==> config.mk <==
export PLATFORM = sky130hd
export DESIGN_NAME = mcoc_fifo
export DESIGN_NICKNAME = d
export VERILOG_FILES = /design/src/sv/mcoc_pkg.sv /design/src/sv/mcoc_fifo.sv
export SDC_FILE = /design/constraint.sdc
export NUM_CORES = 1
export LEC_CHECK = 0
export ABC_AREA = 1
export ABC_CLOCK_PERIOD_IN_PS = 4600
export BUFFER_PORTS_ARGS = -buffer_cell sky130_fd_sc_hd__clkbuf_2
export CAP_MARGIN = 20
export CORE_UTILIZATION = 45
export CTS_CLUSTER_SIZE = 8
export DETAILED_ROUTE_END_ITERATION = 8
export GPL_ROUTABILITY_DRIVEN = 0
export PLACE_DENSITY = 0.74
export SLEW_MARGIN = 20
export SYNTH_ARGS = -nofsm -noshare
export SYNTH_HDL_FRONTEND = slang
export SYNTH_SLANG_ARGS = --single-unit
==> constraint.sdc <==
create_clock -name clk -period 4.6 [get_ports clk]
set_input_delay 0.92 -clock clk [delete_from_list [all_inputs] [get_ports clk]]
set_output_delay 0.92 -clock clk [all_outputs]
set_load 0.01 [all_outputs]
==> src/sv/mcoc_pkg.sv <==
// Shared types, constants and helpers for the matrix chain order cost block.
// Used by every module of the block; depends on nothing.
package mcoc_pkg;

  localparam int COST_W     = 34;
  localparam int IN_DIM_W   = 10;
  localparam int CMD_DIM_W  = 16;
  localparam int CMD_CNT_W  = 7;
  localparam int PROD_W     = 48;
  localparam int FIFO_DEPTH = 2;
  localparam int FIFO_PTR_W = 1;
  localparam int FIFO_CNT_W = 2;

  localparam logic [COST_W-1:0] COST_MAX = {COST_W{1'b1}};

  typedef logic [1:0] status_t;
  localparam status_t STATUS_OK       = 2'd0;
  localparam status_t STATUS_TOO_FEW  = 2'd1;
  localparam status_t STATUS_TOO_MANY = 2'd2;

  typedef struct packed {
    logic [IN_DIM_W-1:0] dim;
    logic                last;
  } item_t;

  typedef struct packed {
    logic [COST_W-1:0] min_cost;
    status_t           status;
  } result_t;

  typedef struct packed {
    logic                 wr;
    logic                 go;
    logic [CMD_CNT_W-1:0] idx;
    logic [CMD_DIM_W-1:0] dim;
    logic [CMD_CNT_W-1:0] count;
    status_t              status;
  } cmd_t;

  typedef enum logic [2:0] {
    ST_IDLE,
    ST_SETUP,
    ST_MULQ,
    ST_RUN,
    ST_DRAIN,
    ST_WRITE,
    ST_RESULT
  } state_t;

  function automatic logic [COST_W-1:0] sat_add(input logic [COST_W-1:0] a,
                                                input logic [COST_W-1:0] b);
    logic [COST_W:0] s;
    s = {1'b0, a} + {1'b0, b};
    return s[COST_W] ? COST_MAX : s[COST_W-1:0];
  endfunction

endpackage

==> src/sv/mcoc_fifo.sv <==
// Two-entry command queue between front end and solver.
// Uses mcoc_pkg for the command type.
module mcoc_fifo (
  input  logic           clk,
  input  logic           rst,
  input  logic           wr_en,
  input  mcoc_pkg::cmd_t wr_data,
  output logic           full,
  input  logic           rd_en,
  output mcoc_pkg::cmd_t rd_data,
  output logic           valid
);
  import mcoc_pkg::*;

  cmd_t                  slots [FIFO_DEPTH];
  logic [FIFO_PTR_W-1:0] wp;
  logic [FIFO_PTR_W-1:0] rp;
  logic [FIFO_CNT_W-1:0] cnt;
  logic                  do_wr;
  logic                  do_rd;

  assign full    = cnt == FIFO_CNT_W'(FIFO_DEPTH);
  assign valid   = cnt != '0;
  assign rd_data = slots[rp];
  assign do_wr   = wr_en && !full;
  assign do_rd   = rd_en && valid;

  always_ff @(posedge clk) begin
    if (rst) begin
      wp  <= '0;
      rp  <= '0;
      cnt <= '0;
    end else begin
      if (do_wr) begin
        wp <= wp + FIFO_PTR_W'(1);
      end
      if (do_rd) begin
        rp <= rp + FIFO_PTR_W'(1);
      end
      cnt <= cnt + FIFO_CNT_W'(do_wr) - FIFO_CNT_W'(do_rd);
    end
  end

  always_ff @(posedge clk) begin
    if (do_wr) begin
      slots[wp] <= wr_data;
    end
  end

endmodule

==> summary.txt, run 1 <==
Worst setup path
  – Worst setup EP type: output pin
  – R2R depth: 4
  – Startpoint Class: flip-flop
  – Worst path max stage delay: 1.03 ns
  – CP max-delay cell: dfxtp_2
  – CP arrival: 1.93 ns
  – Worst R2R Setup Slack: approximately 2.8 ns
  – Cell chain of the critical path: mux2_2 > clkbuf_2
  – Worst r2r dst: slots[0][15]
  – Worst-path fanout max: 34
  – R2R Path Start: cnt[0]
  – Worst EP required: 3.68 ns
  – Kind of critical path: reg -> out

STA
  – Setup ws final: approximately 1.8 ns
  – Final setup TNS: 0 ns
  – Fin crit share: 61.95%
  – Rel. slew slack: around 29%
  – Final Critical Period: 2.850 ns
  – Final hold vios: 0
  – # setup viols final: 0
  – Clk_skew: 0.005606 ns
  – RSZ-0062 raised after global routing: no
  – Fin. max-slew vios: 0
  – Worst hold slack: 0.5193 ns
  – Fmax: roughly 350 MHz
  – Worst Tran Pin Value: 1.070 ns

Yosys
  – Number of synthesized register bits: 73
  – Cells after Synth: 145
  – Post-synth cell types: 12
  – Sequential-to-total area share from yosys stat: 74.89%
  – Synth Net Count: 185
  – Mean area per synthesized cell: approximately 20 um2
  – Yosys warns: 0
  – Synthesized cell area: about 2900 um2

Finish
  – Fraction of layout cells with a size suffix above 1: around half
  – Most common cell after layout, fill and taps aside: clkbuf_2
  – Layout Utilization: between 50% and 60%
  – Fill count: 477
  – Multi-input logic area: 616.8 um2
  – # nets final: around 270
  – Ant diodes: 0
  – Sequential Area: between 2000 and 2500 um2
  – Non-Filler Instances: 306
  – Area Overhead vs Synth: 20.30%
  – Commonest cells after routing, fill and taps aside: clkbuf_2, edfxtp_1, mux2_4

CTS
  – Setup Buffers After CTS: 0
  – Reg clk slew, reported paths: 0.07 ns
  – CTS tree: yes
  – CTS Hold Bufs: 0
  – CTS buffer count: 9
  – Later-pin clock latency in the skew report: 0.32 ns
  – CTS Buffer Depth: 2
  – # clock sinks: 73
  – Root buffer cell: clkbuf_8
  – Htree depth: 3
  – Post-cts resize count: 0

Outcome
  – Status: complete, no violations

Power
  – Peak supply drop: 0.3399 mV
  – Leakage: 1.417 nW
  – Pwr dens: between 500 and 600 nW/um2

Placement
  – Dpl cells: 290
  – Port Buffer Count: 73
  – Pre-CTS setup slack: 2.064 ns
  – Dpl hpwl: 2894 um

GRT
  – Met1 usage in global routing: 14.42%
  – Gr busiest metal: met2
  – Total congestion overflow: 0
  – Vias in the first global route: 1388
  – Largest net degree at the start of global routing: 35
  – Met2 usage: 23.80%
  – Total GRT Usage: around 14%
  – M3 GR Usage: 3.000%
  – Global-route wire length before repair: around 6300 um
  – Antenna violations before repair: 0

Flow run
  – Max-Cap Viols: 0

Routing
  – WL final: roughly 4200 um
  – Drt via density: 4.601
  – DRT Pass-1 Iters: 4
  – # DRC: 0
  – Initial DRC count: 42
  – Drt wl/cell: around 14 um
  – Post-route ant nets: 0
  – Routed via count: about 1400

Worst hold path
  – Hold Path Stages: 2
  – Hold_sp: rp
  – Hold Crit Endpoint: rp
  – Worst hold-check path type: reg -> reg

Floorplan
  – Die ar.: approximately 6700 um2
  – FP Rows: 28
  – Die Ht: 81.73 um
  – Boundary Pins: 74
  – Die X: 81.73 um
  – Core box area: 6026 um2
  – Starting Density: 47.47%
[power breakdown]
| part | internal, W | switching (W) | total [W] |
|---|---|---|---|
| Clock | 0.000242 | 0.000200 | 0.000442 |
| Combinational | 0.000247 | 0.000209 | 0.000456 |
| Sequential | 0.000846 | 0.0000749 | 0.000921 |
[per-stage QoR]
stage | total power [W] | instance area [um2]
2_1_floorplan | 0.001269 | 2860
3_3_place_gp | 0.001391 | 3264
3_5_place_dp | 0.001404 | 3264
4_1_cts | 0.001852 | 3441
5_1_grt | 0.001918 | 3441
6_report | 0.001819 | 3441
[logic make-up after synthesis]
kind of cell	synth area share (%)
muxes	17.32
DFF	74.89
and+or+nand+nor	2.756
buffers and inverters	3.806
adders and majority gates	0.8748
AOI/OAI and AO/OA	0.3500
[worst max path at each step]
stage,cells after the start,slack [ns],start,endpoint
6_report,2,1.75,flip-flop,rd_data[21]
5_1_grt,2,1.64,flip-flop,rd_data[21]
4_1_cts,2,1.70,flip-flop,rd_data[21]
3_5_place_dp,2,2.06,flip-flop,rd_data[21]
3_3_place_gp,2,2.07,flip-flop,rd_data[22]
2_1_floorplan,2,1.75,wr_en,slots[0][0]
[synthesized netlist by cell type]
cell type	n	area share (%)
a21oi_1	2	0.35
buf_12	3	2.1
buf_6	1	0.39
dfxtp_1	5	3.5
edfxtp_1	68	71
ha_1	2	0.87
inv_1	10	1.3
mux2_2	4	1.6
mux2_4	30	16
nand2_1	8	1.0
nand3_1	3	0.52
nor2_1	9	1.2
[flip-flops by register name (all words and copies together), names as in the netlist, named ones only]
name	cells
slots	68
cnt	2
rp	1
wp	1
[critical path: cells and delay by family, from the launching register on]
kind / cells / cell delay, ns
buffers and inverters: 1 / 0.13
flip-flops: 1 / 1.03
multiplexers: 1 / 0.42
[final cells by class]
class	count	area share, %
Clock inverter	6	1.418
Clock buffer	10	3.709
Sequential cell	73	62.29
Timing Repair Buffer	74	10.84
Inverter	10	1.091
Multi-Input combinational cell	58	17.93
Tap cell	75	2.727
[routing by layer]
layer | vias up | wire length, um | share of wire [%]
met5 | - | 0 | 0
met3 | 10 | 191 | 4.5
met1 | 657 | 1669 | 39
met4 | 0 | 125 | 2.9
met2 | 42 | 2260 | 53
li1 | 699 | - | -
Note: power is estimated with default switching activity, not from simulation.
==> inputs of run 2 (changes only) <==
ABC_CLOCK_PERIOD_IN_PS = 2500   (was 4600)
PLACE_DENSITY = 0.76   (was 0.74)
clock period = 2.5 ns   (was 4.6 ns; I/O delays follow)
==> run 2 against run 1 <==
Compared with the run above:
- die area stayed put
- worst hold slack worse by 0.19 ns
- cell count is 0.65% higher
- first-iteration DRC count is 95% higher
- critical path type unchanged
- non-clock buffer count is 2 higher
- clock power is 140% higher
==> summary.txt, run 2 (synthesis results as in run 1) <==
Routing
  – Post-route ant nets: 0 (unchanged)
  – DRT Pass-1 Iters: 4 (unchanged)
  – # DRC: 0 (unchanged)
  – Drt wl/cell: 14.89 um (was 13.88 um)
  – WL final: 4587 um (was 4247 um)
  – Routed via count: 1465 (was 1408)
  – Initial DRC count: 82 (was 42)
  – Drt via density: 4.756 (was 4.601)

STA
  – RSZ-0062 raised after global routing: no (unchanged)
  – Fin crit share: 85.44%
  – Final Critical Period: between 2 and 2.5 ns
  – Final setup TNS: 0 ns (unchanged)
  – Fmax: roughly 470 MHz
  – # setup viols final: 0 (unchanged)
  – Rel. slew slack: 69.71% (was 28.70%)
  – Worst Tran Pin Value: 0.4544 ns (was 1.070 ns)
  – Fin. max-slew vios: 0 (unchanged)
  – Final hold vios: 0 (unchanged)
  – Clk_skew: 0.006191 ns (was 0.005606 ns)

Worst setup path
  – Crit path buffers/inverters: 2 (was 1)
  – CP arrival: 1.64 ns (was 1.93 ns)
  – R2R Path Start: cnt[0] (unchanged)
  – Cell chain of the critical path: buf_12 > mux2_2 > clkbuf_2 (was mux2_2 > clkbuf_2)
  – CP max-delay cell: dfxtp_2 (unchanged)
  – Worst-path fanout max: 26 (was 34)
  – Worst path max stage delay: 0.53 ns (was 1.03 ns)
  – Worst setup EP type: output pin (unchanged)
  – Top delay family on crit path: flip-flops (unchanged)
  – Worst EP required: 2.00 ns (was 3.68 ns)
  – Startpoint Class: flip-flop (unchanged)
  – Kind of critical path: reg -> out (unchanged)

Worst hold path
  – Worst hold-check path type: in -> reg (was reg -> reg)
  – Hold_sp: rst (was rp)

Floorplan
  – FP Rows: 28 (unchanged)
  – Core box area: 6026 um2 (unchanged)
  – Boundary Pins: 74 (unchanged)
  – Die Ht: 81.73 um (unchanged)
  – Die ar.: 6679 um2 (unchanged)
  – Starting Density: 47.47% (unchanged)
  – Die X: 81.73 um (unchanged)

GRT
  – Total congestion overflow: 0 (unchanged)
  – Total GRT Usage: 15.25% (was 13.61%)
  – Antenna violations before repair: 0 (unchanged)
  – Global-route wire length before repair: 7017 um (was 6320 um)
  – Largest net degree at the start of global routing: 35 (unchanged)
  – Vias in the first global route: 1483 (was 1388)

Placement
  – Dpl cells: 292 (was 290)
  – Placed inst area: 3292 um2 (was 3264 um2)
  – Port Buffer Count: 73 (unchanged)
  – Dpl hpwl: 3105 um (was 2894 um)

CTS
  – Root buffer cell: clkbuf_8 (unchanged)
  – Setup Buffers After CTS: 0 (unchanged)
  – # clock sinks: 73 (unchanged)
  – Post-cts resize count: 0 (unchanged)
  – CTS Buffer Depth: 2 (unchanged)
  – Htree depth: 3 (unchanged)
  – Reg clk slew, reported paths: 0.07 ns (about the same)
  – CTS tree: yes (unchanged)
  – Later-pin clock latency in the skew report: 0.34 ns (was 0.32 ns)
  – CTS buffer count: 9 (unchanged)
  – CTS Hold Bufs: 0 (unchanged)

Outcome
  – Status: complete, no violations (unchanged)

Finish
  – Fill count: 459 (was 477)
  – Most common cell after layout, fill and taps aside: clkbuf_2 (unchanged)
  – Area Overhead vs Synth: 23.23% (was 20.30%)
  – Largest Register: slots (unchanged)
  – Commonest cells after routing, fill and taps aside: clkbuf_2, edfxtp_1, mux2_4 (unchanged)
  – Top Registers: slots: 68 flops, cnt: 2 flops (unchanged)
  – Ant diodes: 0 (unchanged)
  – # nets final: 268 (was 266)
  – Non-Filler Instances: 308 (was 306)
  – Max reg flops: 68 (unchanged)
  – Fraction of layout cells with a size suffix above 1: 54.51% (was 51.95%)
  – Fin area: 3525 um2 (was 3441 um2)

Power
  – Peak supply drop: 0.5195 mV (was 0.3399 mV)
  – Pwr dens: 1029 nW/um2 (was 528.8 nW/um2)
  – Leakage: 1.463 nW (was 1.417 nW)

Flow run
  – Max-Cap Viols: 0 (unchanged)
==> run 2: cell types whose count changed in the layout (fill, tap and decap cells not counted), sizes merged <==
cell,previous run,this run
buf,1,3
bufinv,1,3
clkbuf,83,82
clkinv,5,4
==> run 2: power breakdown <==
part           switching, W  internal (W)  leakage, nW
logic              0.000465      0.000470        0.666
clock network      0.000403      0.000654        0.120
registers         0.0000815       0.00156        0.677
==> run 2: cell type report <==
class | instances | area (um2) | share of cell area [%]
sequential | 73 | 2143 | 60.81
multi-input combinational | 58 | 616.8 | 17.50
timing repair buffer | 76 | 400.4 | 11.36
clock buffer | 9 | 123.9 | 3.514
clock inverter | 7 | 108.9 | 3.088
tap | 75 | 93.84 | 2.662
inverter | 10 | 37.54 | 1.065
==> run 2: worst paths after layout <==
path / cells past startpoint / slack, ns / end
min: 2 / 0.33 / cnt[0]
min reg2reg: 2 / 0.55 / wp
max: 3 / 0.36 / rd_data[21]
max reg2reg: 10 / 0.82 / cnt[1]
==> run 2: metal layers <==
layer	part of all wire (%)	track usage, %	routed length [um]
met5	0	0	0
met3	5.6	4.444	257
met2	52	25.37	2374
met1	40	16.65	1833
met4	2.6	10.70	121
==> run 2: metrics by stage <==
stage	setup WS [ns]	total power (W)	hold WS, ns	util [%]
final	0.3640	0.003628	0.3253	58.49
after detailed placement	0.7104	0.002611	0.5096	54.63
after global routing	0.2902	0.003802	0.3054	58.49
after global placement	0.7415	0.002584	0.4887	54.63
after floorplan	0.06974	0.002335	0.4675	-
after CTS	0.3331	0.003678	0.3075	58.49
