**config.mk**
```make
export PLATFORM = sky130hd
export DESIGN_NAME = mcoc_front
export DESIGN_NICKNAME = d
export VERILOG_FILES = /design/src/sv/mcoc_pkg.sv /design/src/sv/mcoc_front.sv
export SDC_FILE = /design/constraint.sdc
export NUM_CORES = 1
export LEC_CHECK = 0
export BUFFER_PORTS_ARGS = -buffer_cell sky130_fd_sc_hd__buf_2
export CAP_MARGIN = 20
export CORE_MARGIN = 1
export CORE_UTILIZATION = 32
export DETAILED_ROUTE_END_ITERATION = 16
export GPL_TIMING_DRIVEN = 0
export PLACE_DENSITY = 0.69
export SETUP_SLACK_MARGIN = 0.4
export SLEW_MARGIN = 10
export SYNTH_ARGS = -nofsm -noshare
export SYNTH_HDL_FRONTEND = slang
export SYNTH_SLANG_ARGS = --single-unit
```
**constraint.sdc**
```tcl
create_clock -name clk -period 1.5 [get_ports clk]
set_clock_uncertainty 0.1 [all_clocks]
set_input_delay 0 -clock clk [delete_from_list [all_inputs] [get_ports clk]]
set_output_delay 0 -clock clk [all_outputs]
set_load 0.1 [all_outputs]
```
**src/sv/mcoc_pkg.sv**
```systemverilog
// Shared types, constants and helpers for the matrix chain order cost block.
// Used by every module of the block; depends on nothing.
package mcoc_pkg;

  localparam int COST_W     = 34;
  localparam int IN_DIM_W   = 10;
  localparam int CMD_DIM_W  = 16;
  localparam int CMD_CNT_W  = 7;
  localparam int PROD_W     = 48;
  localparam int FIFO_DEPTH = 2;
  localparam int FIFO_PTR_W = 1;
  localparam int FIFO_CNT_W = 2;

  localparam logic [COST_W-1:0] COST_MAX = {COST_W{1'b1}};

  typedef logic [1:0] status_t;
  localparam status_t STATUS_OK       = 2'd0;
  localparam status_t STATUS_TOO_FEW  = 2'd1;
  localparam status_t STATUS_TOO_MANY = 2'd2;

  typedef struct packed {
    logic [IN_DIM_W-1:0] dim;
    logic                last;
  } item_t;

  typedef struct packed {
    logic [COST_W-1:0] min_cost;
    status_t           status;
  } result_t;

  typedef struct packed {
    logic                 wr;
    logic                 go;
    logic [CMD_CNT_W-1:0] idx;
    logic [CMD_DIM_W-1:0] dim;
    logic [CMD_CNT_W-1:0] count;
    status_t              status;
  } cmd_t;

  typedef enum logic [2:0] {
    ST_IDLE,
    ST_SETUP,
    ST_MULQ,
    ST_RUN,
    ST_DRAIN,
    ST_WRITE,
    ST_RESULT
  } state_t;

  function automatic logic [COST_W-1:0] sat_add(input logic [COST_W-1:0] a,
                                                input logic [COST_W-1:0] b);
    logic [COST_W:0] s;
    s = {1'b0, a} + {1'b0, b};
    return s[COST_W] ? COST_MAX : s[COST_W-1:0];
  endfunction

endpackage

```
**src/sv/mcoc_front.sv**
```systemverilog
// Front end: accepts dimension items, tracks chain length and overflow,
// and turns each item that fits, and the last, into a store and/or solve command. Uses mcoc_pkg.
module mcoc_front #(
  parameter int MAX_MATRICES = 16,
  parameter int DIM_BITS     = 10
) (
  input  logic          clk,
  input  logic          rst,
  input  logic          push,
  output logic          full,
  input  mcoc_pkg::item_t item,
  output logic          cmd_push,
  output mcoc_pkg::cmd_t cmd,
  input  logic          cmd_full
);
  import mcoc_pkg::*;

  localparam int CNT_W = $clog2(MAX_MATRICES + 2);

  logic [CNT_W-1:0]    cnt;
  logic                ovf;
  logic                accept;
  logic                stored;
  logic [CNT_W-1:0]    cnt_after;
  logic [DIM_BITS-1:0] dim_m;

  assign full      = cmd_full;
  assign accept    = push && !full;
  assign stored    = cnt < CNT_W'(MAX_MATRICES + 1);
  assign cnt_after = stored ? cnt + CNT_W'(1) : cnt;
  assign dim_m     = DIM_BITS'(item.dim);
  assign cmd_push  = accept && (stored || item.last);

  always_comb begin
    cmd.wr    = stored;
    cmd.go    = item.last;
    cmd.idx   = CMD_CNT_W'(cnt);
    cmd.dim   = CMD_DIM_W'(dim_m);
    cmd.count = CMD_CNT_W'(cnt_after);
    priority if (cnt_after < CNT_W'(2)) begin
      cmd.status = STATUS_TOO_FEW;
    end else if (ovf || !stored) begin
      cmd.status = STATUS_TOO_MANY;
    end else begin
      cmd.status = STATUS_OK;
    end
  end

  always_ff @(posedge clk) begin
    if (rst) begin
      cnt <= '0;
      ovf <= 1'b0;
    end else if (accept) begin
      if (item.last) begin
        cnt <= '0;
        ovf <= 1'b0;
      end else begin
        cnt <= cnt_after;
        ovf <= ovf || !stored;
      end
    end
  end

endmodule

```
==> metrics.txt, run 1 <==
# TYPE chip_impl_metric gauge
chip_impl_info{name="status",value="finished, violations left"} 1
chip_impl_info{name="violations",value="design-rule violations, negative setup slack"} 1
chip_impl_metric{name="buffers_from_clock_root_to_sink_at_most",unit=""} 2
chip_impl_info{name="synthFlopType",value="sky130_fd_sc_hd__dfxtp_1"} 1
chip_impl_metric{name="insertion_delay",unit="ns"} 0.26
chip_impl_metric{name="dp.final_hpwl",unit="um"} 993
chip_impl_metric{name="layout.nets",unit=""} 153
chip_impl_metric{name="cts_inserted_buffers",unit=""} 3
chip_impl_metric{name="leakage",unit="uW"} 0.000636
chip_impl_info{name="ys_top_cells_by_count",value="sky130_fd_sc_hd__buf_4, sky130_fd_sc_hd__nor2_1, sky130_fd_sc_hd__dfxtp_1"} 1
chip_impl_metric{name="syn_area_per_cell",unit="sq um"} 8.11
chip_impl_metric{name="synth_edf_count",unit=""} 0
chip_impl_metric{name="layout-drive-gt1-share",unit="%"} 77.2
chip_impl_metric{name="groute.usage.overall",unit="%"} 21.4
chip_impl_metric{name="yosys.area_share.adder",unit="%"} 2.20
chip_impl_metric{name="setup-violations-final",unit=""} 12
chip_impl_metric{name="fin_cells",unit=""} 152
chip_impl_metric{name="yosys_register_bits",unit=""} 6
chip_impl_info{name="synth_largest_area_cell",value="sky130_fd_sc_hd__buf_4"} 1
chip_impl_metric{name="yosysUniqueCellTypes",unit=""} 30
chip_impl_metric{name="setup_ws",unit="ns"} -0.381
chip_impl_metric{name="portion_of_netlist_area_occupied_by_mux_cells",unit="%"} 0
chip_impl_metric{name="first_global_vias",unit=""} 640
chip_impl_metric{name="yosys_warnings",unit=""} 0
chip_impl_metric{name="power_density",unit="nW/um^2"} 565
chip_impl_metric{name="timing.final.hold_violations",unit=""} 0
chip_impl_metric{name="crit_arrival",unit="ns"} 1.78
chip_impl_metric{name="initial_core_utilization",unit="%"} 36.0
chip_impl_metric{name="grt_start_max_net_pins",unit=""} 8
chip_impl_metric{name="globalRouteOverflowTotal",unit=""} 0
chip_impl_metric{name="antenna_cells_inserted",unit=""} 0
chip_impl_metric{name="cts.reportedPaths.clkPinSlew",unit="ns"} 0.05
chip_impl_metric{name="max_clock_freq",unit="MHz"} 532
chip_impl_info{name="critical_path.startpoint_type",value="register"} 1
chip_impl_metric{name="dieArea",unit="sq um"} 1950
chip_impl_metric{name="cp_data_required_time",unit="ns"} 1.40
chip_impl_metric{name="final.setup.tns",unit="ns"} -2.53
chip_impl_metric{name="vdd_drop_max",unit="uV"} 534
chip_impl_metric{name="worstHoldPathCells",unit=""} 5
chip_impl_metric{name="asyncSetResetFlopFracSynth",unit="%"} 0
chip_impl_metric{name="finalCriticalPeriod",unit="ns"} 1.88
chip_impl_info{name="dominant_combinational_cell_family_by_area_after_synthesis",value="buffers and inverters"} 1
chip_impl_metric{name="die_y",unit="um"} 44.1
chip_impl_metric{name="worstPathMaxFanout",unit=""} 6
chip_impl_metric{name="route.antenna.remaining_nets",unit=""} 0
chip_impl_metric{name="syn-instance-count",unit=""} 70
chip_impl_metric{name="final.hold.worst_slack",unit="ns"} 0.0497
chip_impl_metric{name="floorplan.io_pins",unit=""} 51
chip_impl_metric{name="dr.pass1.iters",unit=""} 10
chip_impl_metric{name="synth_simple_gate_area_share",unit="%"} 17.2
chip_impl_metric{name="cts_htree_levels",unit=""} 1
chip_impl_metric{name="synth_sequential_area_ratio",unit="%"} 21.1
chip_impl_metric{name="pre_cts_slack",unit="ns"} -0.330
chip_impl_metric{name="finalCritPeriodShare",unit="%"} 125
chip_impl_info{name="synth_most_common_cell",value="sky130_fd_sc_hd__buf_4"} 1
chip_impl_metric{name="synth-compound-area-share",unit="%"} 23.3
chip_impl_metric{name="worst-r2r-cell-count",unit=""} 8
chip_impl_info{name="synth.area.top_cells",value="sky130_fd_sc_hd__buf_4, sky130_fd_sc_hd__dfxtp_1, sky130_fd_sc_hd__nor2_1"} 1
chip_impl_metric{name="numPlacedInstances",unit=""} 125
chip_impl_info{name="worstPathCellList",value="buf_6 > nand4b_1 > xnor2_4 > o41a_4 > buf_12"} 1
chip_impl_info{name="holdCritPathClass",value="primary input to register"} 1
chip_impl_metric{name="cap_viol_max_count",unit=""} 0
chip_impl_metric{name="drt-vias-per-instance",unit=""} 4.68
chip_impl_metric{name="floorplan_die_width",unit="um"} 44.1
chip_impl_metric{name="io_buffer_count",unit=""} 30
chip_impl_info{name="critPathCaptureType",value="output pin"} 1
chip_impl_info{name="cts_tree",value="yes"} 1
chip_impl_metric{name="slew_viol_final",unit=""} 0
chip_impl_info{name="setup_repair_after_global_routing_missed_its_margin",value="yes"} 1
chip_impl_metric{name="routedWlPerCell",unit="um"} 13.4
chip_impl_metric{name="route.detailed.drc",unit=""} 2
chip_impl_metric{name="critical_path.max_stage_delay",unit="ns"} 0.39
chip_impl_metric{name="grt_pass1_wl",unit="um"} 2970
chip_impl_metric{name="clock_sink_count",unit=""} 6
chip_impl_metric{name="synthesis.area",unit="sq um"} 568
chip_impl_metric{name="rows",unit=""} 14
chip_impl_metric{name="areaGrowthSynthToFinish",unit="%"} 136
chip_impl_metric{name="detailroute.via_count",unit=""} 712
chip_impl_info{name="criticalPathCategory",value="register to output pin"} 1
chip_impl_metric{name="synthXorXnorAreaFrac",unit="%"} 1.54
chip_impl_metric{name="gpl.final_weighted_congestion",unit=""} 0.761
chip_impl_metric{name="core_area",unit="sq um"} 1580
chip_impl_metric{name="synth.top_cell.area_share",unit="%"} 30.4
chip_impl_info{name="timing.critical_path.slowest_stage_cell",value="sky130_fd_sc_hd__o41a_4"} 1
chip_impl_metric{name="drt-initial-drc-count",unit=""} 10
chip_impl_info{name="cts_root_buffer",value="sky130_fd_sc_hd__clkbuf_4"} 1
chip_impl_metric{name="wirelength",unit="um"} 2040
chip_impl_metric{name="antenna_found_initial",unit=""} 0
-- cell families after synthesis --
family / count (synthesis)
compound gates: 15
xor+xnor: 1
fa+ha+maj: 1
buf+inv: 26
flops: 6
other cells: 1
simple gates: 20
-- routing by layer --
metal | global-route usage, % | vias to the layer above | part of all wire [%]
met2 | 40.3 | 46 | 54
met1 | 22.8 | 317 | 38
met4 | 5.45 | 0 | 0.93
li1 | - | 347 | -
met3 | 6.53 | 2 | 7.2
met5 | 0 | - | 0
-- cells in the final DEF, fill, tap and decap left out, drive strengths merged, types with 2 or more instances in the layout --
cell         synthesis  final
clkbuf               0      5
dfxtp                6      6
a22oi                4      4
nand2b               2      2
conb                 1     10
nor3                 2      2
a21oi                2      2
o31ai                2      2
nor2                10     10
buf                 25     75
dlygate4sd3          0      2
nand3                2      2
-- area by class of cell --
class	instances	area (sq um)
buffer	25	199
clock buffer	4	26.3
fill	89	236
inverter	1	7.51
multi-input combinational	47	450
sequential	6	139
tap	16	20.0
timing repair buffer	53	498
-- worst paths after layout --
kind                 start  endpoint  slack, ns
setup / recovery    cnt[2]    cmd[1]      -0.38
hold / removal    cmd_full    cnt[1]       0.05
setup reg to reg    cnt[2]    cnt[3]      -0.27
hold reg to reg        ovf       ovf       0.40
-- per-stage QoR --
step | cell area, sq um | total power [uW] | utilization, %
final | 1340 | 757 | 85.0
after global routing | 1340 | 781 | 85.0
after CTS | 1250 | 750 | 79.3
after detailed placement | 887 | 550 | 56.3
after global placement | 887 | 550 | 56.3
after floorplan | 717 | 518 | -
-- registers in the layout, summed over array words and instances, names as in the netlist --
signal / flops
cnt: 5
ovf: 1
-- report_power, final --
| part | internal (uW) | switching [uW] |
|---|---|---|
| clock network | 101 | 68.4 |
| logic | 99.0 | 333 |
| registers | 153 | 2.40 |
| total | 354 | 404 |
-- what timing repair did --
action                                  4_1_cts  5_1_grt
endpoints found under the hold margin         6        0
hold buffers                                  2        0
pin swaps                                     9       13
endpoints found under the setup margin       20       20
gates resized for setup                      48       12
gates cloned                                  0        0
buffers inserted                             15        6
-- worst max-delay path, delay by kind of cell, from the launching register on --
| family | cells | cell delay (ns) |
|---|---|---|
| AOI/OAI and AO/OA | 1 | 0.39 |
| buffers and inverters | 2 | 0.31 |
| and+or+nand+nor | 1 | 0.24 |
| xor gates and xnor gates | 1 | 0.24 |
| DFF | 1 | 0.34 |
Power figures use the tool's default switching activity.
==> inputs of run 2 (changes only) <==
--- a/config.mk
+++ b/config.mk
@@ -5,13 +5,14 @@
 export SDC_FILE = /design/constraint.sdc
 export NUM_CORES = 1
 export LEC_CHECK = 0
+export ABC_AREA = 1
 export BUFFER_PORTS_ARGS = -buffer_cell sky130_fd_sc_hd__buf_2
 export CAP_MARGIN = 20
 export CORE_MARGIN = 1
-export CORE_UTILIZATION = 32
+export CORE_UTILIZATION = 34
 export DETAILED_ROUTE_END_ITERATION = 16
 export GPL_TIMING_DRIVEN = 0
-export PLACE_DENSITY = 0.69
+export PLACE_DENSITY = 0.7
 export SETUP_SLACK_MARGIN = 0.4
 export SLEW_MARGIN = 10
 export SYNTH_ARGS = -nofsm -noshare
==> metrics.txt, run 2 <==
# TYPE chip_impl_metric gauge
chip_impl_metric{name="multi_input_comb_area",unit="sq um"} 433
chip_impl_metric{name="setup_ws",unit="ns"} -0.208
chip_impl_info{name="synth_largest_area_cell",value="sky130_fd_sc_hd__buf_4"} 1
chip_impl_metric{name="numPlacedInstances",unit=""} 155
chip_impl_metric{name="slew_viol_final",unit=""} 0
chip_impl_info{name="holdCritPathClass",value="primary input to register"} 1
chip_impl_metric{name="syn-instance-count",unit=""} 91
chip_impl_metric{name="drt-initial-drc-count",unit=""} 5
chip_impl_info{name="critical_path.startpoint_type",value="register"} 1
chip_impl_info{name="layout_commonest_cell",value="sky130_fd_sc_hd__buf_4"} 1
chip_impl_metric{name="finalCriticalPeriod",unit="ns"} 1.71
chip_impl_metric{name="wirelength",unit="um"} 1970
chip_impl_metric{name="yosysUniqueCellTypes",unit=""} 24
chip_impl_metric{name="synthesis.area",unit="sq um"} 636
chip_impl_metric{name="groute.usage.overall",unit="%"} 19.4
chip_impl_metric{name="worst-r2r-cell-count",unit=""} 8
chip_impl_info{name="worstReg2RegStart",value="cnt[0]"} 1
chip_impl_info{name="status",value="finished, violations left"} 1
chip_impl_info{name="hold_path_end",value="ovf"} 1
chip_impl_metric{name="antenna_cells_inserted",unit=""} 0
chip_impl_metric{name="gpl.final_weighted_congestion",unit=""} 0.747
chip_impl_metric{name="grt_pass1_wl",unit="um"} 2790
chip_impl_metric{name="areaGrowthSynthToFinish",unit="%"} 111
chip_impl_metric{name="die_y",unit="um"} 45.2
chip_impl_metric{name="cts_htree_levels",unit=""} 1
chip_impl_info{name="violations",value="negative setup slack"} 1
chip_impl_info{name="synthFlopType",value="sky130_fd_sc_hd__dfxtp_1"} 1
chip_impl_info{name="cts_root_buffer",value="sky130_fd_sc_hd__clkbuf_4"} 1
chip_impl_info{name="synth_most_common_cell",value="sky130_fd_sc_hd__buf_4"} 1
chip_impl_metric{name="yosys_warnings",unit=""} 0
chip_impl_metric{name="report.power.total",unit="uW"} 777
chip_impl_metric{name="globalRouteOverflowTotal",unit=""} 0
chip_impl_metric{name="final.hold.worst_slack",unit="ns"} 0.0202
chip_impl_metric{name="reg2reg_setup_slack",unit="ns"} 0.15
chip_impl_metric{name="drt-vias-per-instance",unit=""} 4.19
chip_impl_metric{name="route.antenna.remaining_nets",unit=""} 0
chip_impl_metric{name="worstHoldPathCells",unit=""} 3
chip_impl_metric{name="setup-violations-final",unit=""} 5
chip_impl_metric{name="power_density",unit="nW/um^2"} 578
chip_impl_info{name="min_from",value="item[0]"} 1
chip_impl_info{name="ys_top_cells_by_count",value="sky130_fd_sc_hd__buf_4, sky130_fd_sc_hd__nand2_1, sky130_fd_sc_hd__inv_1"} 1
chip_impl_metric{name="finalCritPeriodShare",unit="%"} 114
chip_impl_metric{name="crit_arrival",unit="ns"} 1.61
chip_impl_metric{name="cts_inserted_buffers",unit=""} 3
chip_impl_metric{name="worstPathMaxFanout",unit=""} 4
chip_impl_metric{name="core_area",unit="sq um"} 1750
chip_impl_info{name="layout.cells.most_common_list",value="sky130_fd_sc_hd__buf_4, sky130_fd_sc_hd__buf_2, sky130_fd_sc_hd__nand2_1, sky130_fd_sc_hd__conb_1, sky130_fd_sc_hd__buf_12"} 1
chip_impl_metric{name="max_clock_freq",unit="MHz"} 585
chip_impl_metric{name="synth.top_cell.area_share",unit="%"} 27.2
chip_impl_metric{name="cp_data_required_time",unit="ns"} 1.40
chip_impl_metric{name="dp.final_hpwl",unit="um"} 1150
chip_impl_metric{name="layout.nets",unit=""} 169
chip_impl_metric{name="dieArea",unit="sq um"} 2050
chip_impl_metric{name="timing.final.hold_violations",unit=""} 0
chip_impl_metric{name="leakage",unit="uW"} 0.000670
chip_impl_metric{name="filler_cell_count",unit=""} 109
chip_impl_metric{name="yosys_register_bits",unit=""} 6
chip_impl_info{name="synth.area.top_cells",value="sky130_fd_sc_hd__buf_4, sky130_fd_sc_hd__dfxtp_1, sky130_fd_sc_hd__nand2_1"} 1
chip_impl_metric{name="synth_sequential_area_ratio",unit="%"} 18.9
chip_impl_metric{name="routedWlPerCell",unit="um"} 11.1
chip_impl_metric{name="cts.reportedPaths.clkPinSlew",unit="ns"} 0.06
chip_impl_metric{name="syn_area_per_cell",unit="sq um"} 6.98
chip_impl_metric{name="grt_start_max_net_pins",unit=""} 9
chip_impl_metric{name="route.detailed.drc",unit=""} 0
chip_impl_metric{name="clock_sink_count",unit=""} 6
chip_impl_metric{name="initial_core_utilization",unit="%"} 36.4
chip_impl_metric{name="detailroute.via_count",unit=""} 742
chip_impl_metric{name="antenna_found_initial",unit=""} 0
chip_impl_info{name="critPathCaptureType",value="output pin"} 1
chip_impl_metric{name="ff_latch_area",unit="sq um"} 139
chip_impl_metric{name="layout-drive-gt1-share",unit="%"} 73.7
chip_impl_info{name="setup_repair_after_global_routing_missed_its_margin",value="yes"} 1
chip_impl_metric{name="cap_viol_max_count",unit=""} 0
chip_impl_metric{name="synth_edf_count",unit=""} 0
chip_impl_metric{name="rows",unit=""} 15
chip_impl_metric{name="fin_cells",unit=""} 177
chip_impl_info{name="regToRegEndpoint",value="cnt[2]"} 1
chip_impl_info{name="layout_top_registers",value="cnt (5), ovf (1)"} 1
chip_impl_metric{name="insertion_delay",unit="ns"} 0.26
chip_impl_metric{name="dr.pass1.iters",unit=""} 3
chip_impl_metric{name="buffers_from_clock_root_to_sink_at_most",unit=""} 2
chip_impl_metric{name="asyncSetResetFlopFracSynth",unit="%"} 0
chip_impl_info{name="worstSetupStartpoint",value="cnt[0]"} 1
chip_impl_info{name="cts_tree",value="yes"} 1
chip_impl_info{name="regMostFlops",value="cnt"} 1
chip_impl_metric{name="vdd_drop_max",unit="uV"} 439
chip_impl_metric{name="io_buffer_count",unit=""} 30
chip_impl_metric{name="floorplan_die_width",unit="um"} 45.2
chip_impl_metric{name="largest_register_ffs",unit=""} 5
chip_impl_info{name="criticalPathCategory",value="register to output pin"} 1
chip_impl_metric{name="floorplan.io_pins",unit=""} 51
chip_impl_metric{name="first_global_vias",unit=""} 692
[run 2: cell families after synthesis]
kind of cell               count (synthesis)  synth area share, %
AOI/OAI and AO/OA                         12                 12.0
xor gates and xnor gates                   1                 1.38
adders and majority gates                  1                 1.97
buffers and inverters                     36                 36.0
DFF                                        6                 18.9
other                                      1                0.590
and+or+nand+nor                           34                 29.1
[run 2: routing by layer]
metal | vias up | global-route usage (%) | wire (um)
met5 | - | 0 | 0
met4 | 0 | 7.27 | 53
met3 | 7 | 5.60 | 113
met2 | 38 | 36.5 | 1020
met1 | 326 | 19.9 | 778
li1 | 371 | - | -
[run 2: critical path, stage by stage (launching register included)]
cell and delay, ns:
sky130_fd_sc_hd__dfxtp_4 0.38, sky130_fd_sc_hd__ha_4 0.14, sky130_fd_sc_hd__inv_2 0.04, sky130_fd_sc_hd__o21ai_2 0.13
sky130_fd_sc_hd__inv_1 0.07, sky130_fd_sc_hd__a21oi_2 0.12, sky130_fd_sc_hd__nand2_2 0.07, sky130_fd_sc_hd__nor2_4 0.17
sky130_fd_sc_hd__nor2_4 0.06, sky130_fd_sc_hd__buf_12 0.16
[run 2: worst max-delay path by stage]
stage | to | slack, ns
after detailed placement | cmd[0] | -0.15
after global placement | cmd[0] | -0.12
final | cmd[1] | -0.21
after global routing | cmd[1] | -0.29
after CTS | cmd[1] | -0.16
after floorplan | cmd[1] | -0.55
[run 2: power by group]
part | internal (uW) | total, uW | switching, uW
logic | 104 | 442 | 338
clock network | 102 | 180 | 77.5
registers | 153 | 156 | 2.68
total | 359 | 777 | 418
[run 2: stage by stage]
| stage | instance area [sq um] | util (%) | TNS (ns) | setup slack [ns] |
|---|---|---|---|---|
| after floorplan | 796 | - | -1.88 | -0.553 |
| after global placement | 977 | 56.0 | -0.214 | -0.123 |
| after detailed placement | 977 | 56.0 | -0.266 | -0.150 |
| after CTS | 1270 | 72.7 | -0.373 | -0.163 |
| after global routing | 1340 | 77.0 | -0.880 | -0.286 |
| final | 1340 | 77.0 | -0.594 | -0.208 |
[run 2: final cells by class]
type | count | area share (%)
tap | 25 | 2.33
timing repair buffer | 48 | 33.3
sequential | 6 | 10.3
buffer | 24 | 14.9
inverter | 12 | 4.93
clock buffer | 4 | 1.96
multi-input combinational | 58 | 32.2
[run 2: repair_timing]
action | 4_1_cts | 5_1_grt
gates resized for setup | 46 | 11
hold endpoints to repair | 6 | 0
hold buffers | 2 | 0
endpoints found under the setup margin | 18 | 16
pin swaps | 6 | 6
setup buffers | 11 | 5
==> inputs of run 3 (changes only) <==
--- a/config.mk
+++ b/config.mk
@@ -9,10 +9,10 @@
 export BUFFER_PORTS_ARGS = -buffer_cell sky130_fd_sc_hd__buf_2
 export CAP_MARGIN = 20
 export CORE_MARGIN = 1
-export CORE_UTILIZATION = 34
+export CORE_UTILIZATION = 41
 export DETAILED_ROUTE_END_ITERATION = 16
 export GPL_TIMING_DRIVEN = 0
-export PLACE_DENSITY = 0.7
+export PLACE_DENSITY = 0.8
 export SETUP_SLACK_MARGIN = 0.4
 export SLEW_MARGIN = 10
 export SYNTH_ARGS = -nofsm -noshare
==> constraint.sdc (replaced) <==
create_clock -name clk -period 2.1 [get_ports clk]
set_clock_uncertainty 0.1 [all_clocks]
set_input_delay 0 -clock clk [delete_from_list [all_inputs] [get_ports clk]]
set_output_delay 0 -clock clk [all_outputs]
set_load 0.1 [all_outputs]
==> metrics.txt, run 3 (synthesized netlist as in run 2, its figures left out) <==
# TYPE chip_impl_metric gauge
chip_impl_metric{name="fin_cells",unit=""} 156
chip_impl_metric{name="place_area",unit="sq um"} 910
chip_impl_metric{name="route.antenna.remaining_nets",unit=""} 0
chip_impl_metric{name="detailroute.via_count",unit=""} 682
chip_impl_metric{name="io_buffer_count",unit=""} 30
chip_impl_metric{name="routedWlPerCell",unit="um"} 9.35
chip_impl_metric{name="cts.reportedPaths.clkPinSlew",unit="ns"} 0.05
chip_impl_metric{name="drt-vias-per-instance",unit=""} 4.37
chip_impl_metric{name="core_area",unit="sq um"} 1370
chip_impl_metric{name="slew_viol_final",unit=""} 0
chip_impl_metric{name="crit_arrival",unit="ns"} 1.58
chip_impl_metric{name="seqPwrFrac",unit="%"} 21.5
chip_impl_metric{name="finalCritPeriodShare",unit="%"} 79.9
chip_impl_metric{name="vdd_drop_max",unit="uV"} 374
chip_impl_metric{name="max_clock_freq",unit="MHz"} 596
chip_impl_metric{name="insertion_delay",unit="ns"} 0.25
chip_impl_metric{name="share_comb_of_total_power",unit="%"} 55.7
chip_impl_metric{name="gpl.final_weighted_congestion",unit=""} 0.773
chip_impl_info{name="regMostFlops",value="cnt"} 1
chip_impl_info{name="layout_commonest_cell",value="sky130_fd_sc_hd__buf_4"} 1
chip_impl_metric{name="leakage",unit="uW"} 0.000560
chip_impl_info{name="setup_repair_after_global_routing_missed_its_margin",value="yes"} 1
chip_impl_metric{name="pre_cts_slack",unit="ns"} 0.465
chip_impl_metric{name="final.setup.tns",unit="ns"} 0
chip_impl_metric{name="post-route-cell-area",unit="sq um"} 1030
chip_impl_metric{name="grt_start_max_net_pins",unit=""} 10
chip_impl_metric{name="dr.pass1.iters",unit=""} 4
chip_impl_metric{name="die_y",unit="um"} 41.4
chip_impl_metric{name="total_switching_power",unit="uW"} 282
chip_impl_metric{name="cts_htree_levels",unit=""} 1
chip_impl_metric{name="layout.nets",unit=""} 158
chip_impl_metric{name="netSwitchingFraction",unit="%"} 54.4
chip_impl_metric{name="finalCriticalPeriod",unit="ns"} 1.68
chip_impl_metric{name="largest_register_ffs",unit=""} 5
chip_impl_metric{name="power_density",unit="nW/um^2"} 502
chip_impl_metric{name="route.detailed.drc",unit=""} 0
chip_impl_metric{name="antenna_found_initial",unit=""} 0
chip_impl_metric{name="intPower",unit="uW"} 237
chip_impl_metric{name="cap_viol_max_count",unit=""} 0
chip_impl_metric{name="setup_ws",unit="ns"} 0.422
chip_impl_info{name="status",value="finished, final reports clean"} 1
chip_impl_metric{name="grt_pass1_wl",unit="um"} 1900
chip_impl_metric{name="initial_core_utilization",unit="%"} 46.5
chip_impl_metric{name="filler_cell_count",unit=""} 106
chip_impl_metric{name="areaGrowthSynthToFinish",unit="%"} 62.8
chip_impl_info{name="critical_path.startpoint_type",value="register"} 1
chip_impl_info{name="cts_tree",value="yes"} 1
chip_impl_metric{name="drt-initial-drc-count",unit=""} 6
chip_impl_metric{name="rows",unit=""} 13
chip_impl_metric{name="worstPathMaxFanout",unit=""} 6
chip_impl_metric{name="groute.usage.overall",unit="%"} 18.3
chip_impl_metric{name="timing.final.hold_violations",unit=""} 0
chip_impl_metric{name="globalRouteOverflowTotal",unit=""} 0
chip_impl_metric{name="first_global_vias",unit=""} 471
chip_impl_metric{name="power.share.clock",unit="%"} 22.8
chip_impl_metric{name="cts_inserted_buffers",unit=""} 3
chip_impl_metric{name="wirelength",unit="um"} 1460
chip_impl_metric{name="numPlacedInstances",unit=""} 145
chip_impl_metric{name="dp.final_hpwl",unit="um"} 1080
chip_impl_info{name="criticalPathCategory",value="register to output pin"} 1
chip_impl_metric{name="antenna_cells_inserted",unit=""} 0
chip_impl_info{name="cts_root_buffer",value="sky130_fd_sc_hd__clkbuf_4"} 1
chip_impl_info{name="layout.cells.most_common_list",value="sky130_fd_sc_hd__buf_4, sky130_fd_sc_hd__buf_2, sky130_fd_sc_hd__nand2_1, sky130_fd_sc_hd__conb_1, sky130_fd_sc_hd__inv_1"} 1
chip_impl_info{name="holdCritPathClass",value="primary input to register"} 1
chip_impl_info{name="layout_top_registers",value="cnt (5), ovf (1)"} 1
chip_impl_metric{name="dieArea",unit="sq um"} 1710
chip_impl_metric{name="cp_data_required_time",unit="ns"} 2.00
chip_impl_metric{name="clock_sink_count",unit=""} 6
chip_impl_metric{name="layout-drive-gt1-share",unit="%"} 63.1
chip_impl_metric{name="buffers_from_clock_root_to_sink_at_most",unit=""} 2
chip_impl_metric{name="floorplan.io_pins",unit=""} 51
chip_impl_metric{name="setup-violations-final",unit=""} 0
chip_impl_info{name="critPathCaptureType",value="output pin"} 1
chip_impl_metric{name="floorplan_die_width",unit="um"} 41.4
[run 3: power groups by stage]
stage	clock, uW	combinational [uW]	sequential [uW]
floorplan	0	247	122
global placement	0	279	114
detailed placement	0	279	114
CTS	121	285	112
global route	131	299	112
finish	118	289	112
[run 3: critical path, stage by stage, from the launching register on]
cell and delay (ns):
sky130_fd_sc_hd__dfxtp_4 0.38, sky130_fd_sc_hd__ha_4 0.14, sky130_fd_sc_hd__inv_2 0.04, sky130_fd_sc_hd__o21ai_2 0.14
sky130_fd_sc_hd__inv_1 0.06, sky130_fd_sc_hd__a21oi_2 0.11, sky130_fd_sc_hd__nand2_2 0.08, sky130_fd_sc_hd__nor2_4 0.16
sky130_fd_sc_hd__nor2_4 0.05, sky130_fd_sc_hd__buf_12 0.17
[run 3: area by class of cell]
| class | count | area (sq um) | share of cell area, % |
|---|---|---|---|
| multi-input combinational | 58 | 382 | 36.9 |
| timing repair buffer | 37 | 240 | 23.2 |
| buffer | 24 | 184 | 17.8 |
| sequential | 6 | 139 | 13.4 |
| inverter | 12 | 45.0 | 4.35 |
| clock buffer | 4 | 26.3 | 2.54 |
| tap | 15 | 18.8 | 1.81 |
[run 3: through the flow]
stage          utilization (%)  total power (uW)  hold slack [ns]
2_1_floorplan                -               369          -0.0467
3_5_place_dp              66.6               393            0.150
5_1_grt                   75.7               542            0.234
6_report                  75.7               519            0.222
3_3_place_gp              66.6               393            0.149
4_1_cts                   72.6               518            0.218
[run 3: worst paths after layout]
| check | endpoint | slack, ns | depth (start not counted) | from |
|---|---|---|---|---|
| worst max-delay path | cmd[1] | 0.42 | 9 | cnt[0] |
| worst min-delay path | cnt[0] | 0.22 | 6 | push |
| worst max register to register | ovf | 0.78 | 5 | cnt[3] |
| worst min register to register | cnt[0] | 0.42 | 2 | cnt[0] |
[run 3: routing by layer]
metal | global-route usage (%) | wire (um) | part of all wire [%]
met5 | 0 | 0 | 0
met4 | 16.1 | 69 | 4.7
met3 | 3.19 | 104 | 7.1
met2 | 29.7 | 697 | 48
met1 | 20.2 | 588 | 40
[run 3: timing repair]
action	4_1_cts	5_1_grt
resized for setup	7	4
buffers inserted	1	4
pin swaps	1	6
cloned	0	0
hold buffers	2	0
endpoints found under the hold margin	6	0
endpoints found under the setup margin	3	7
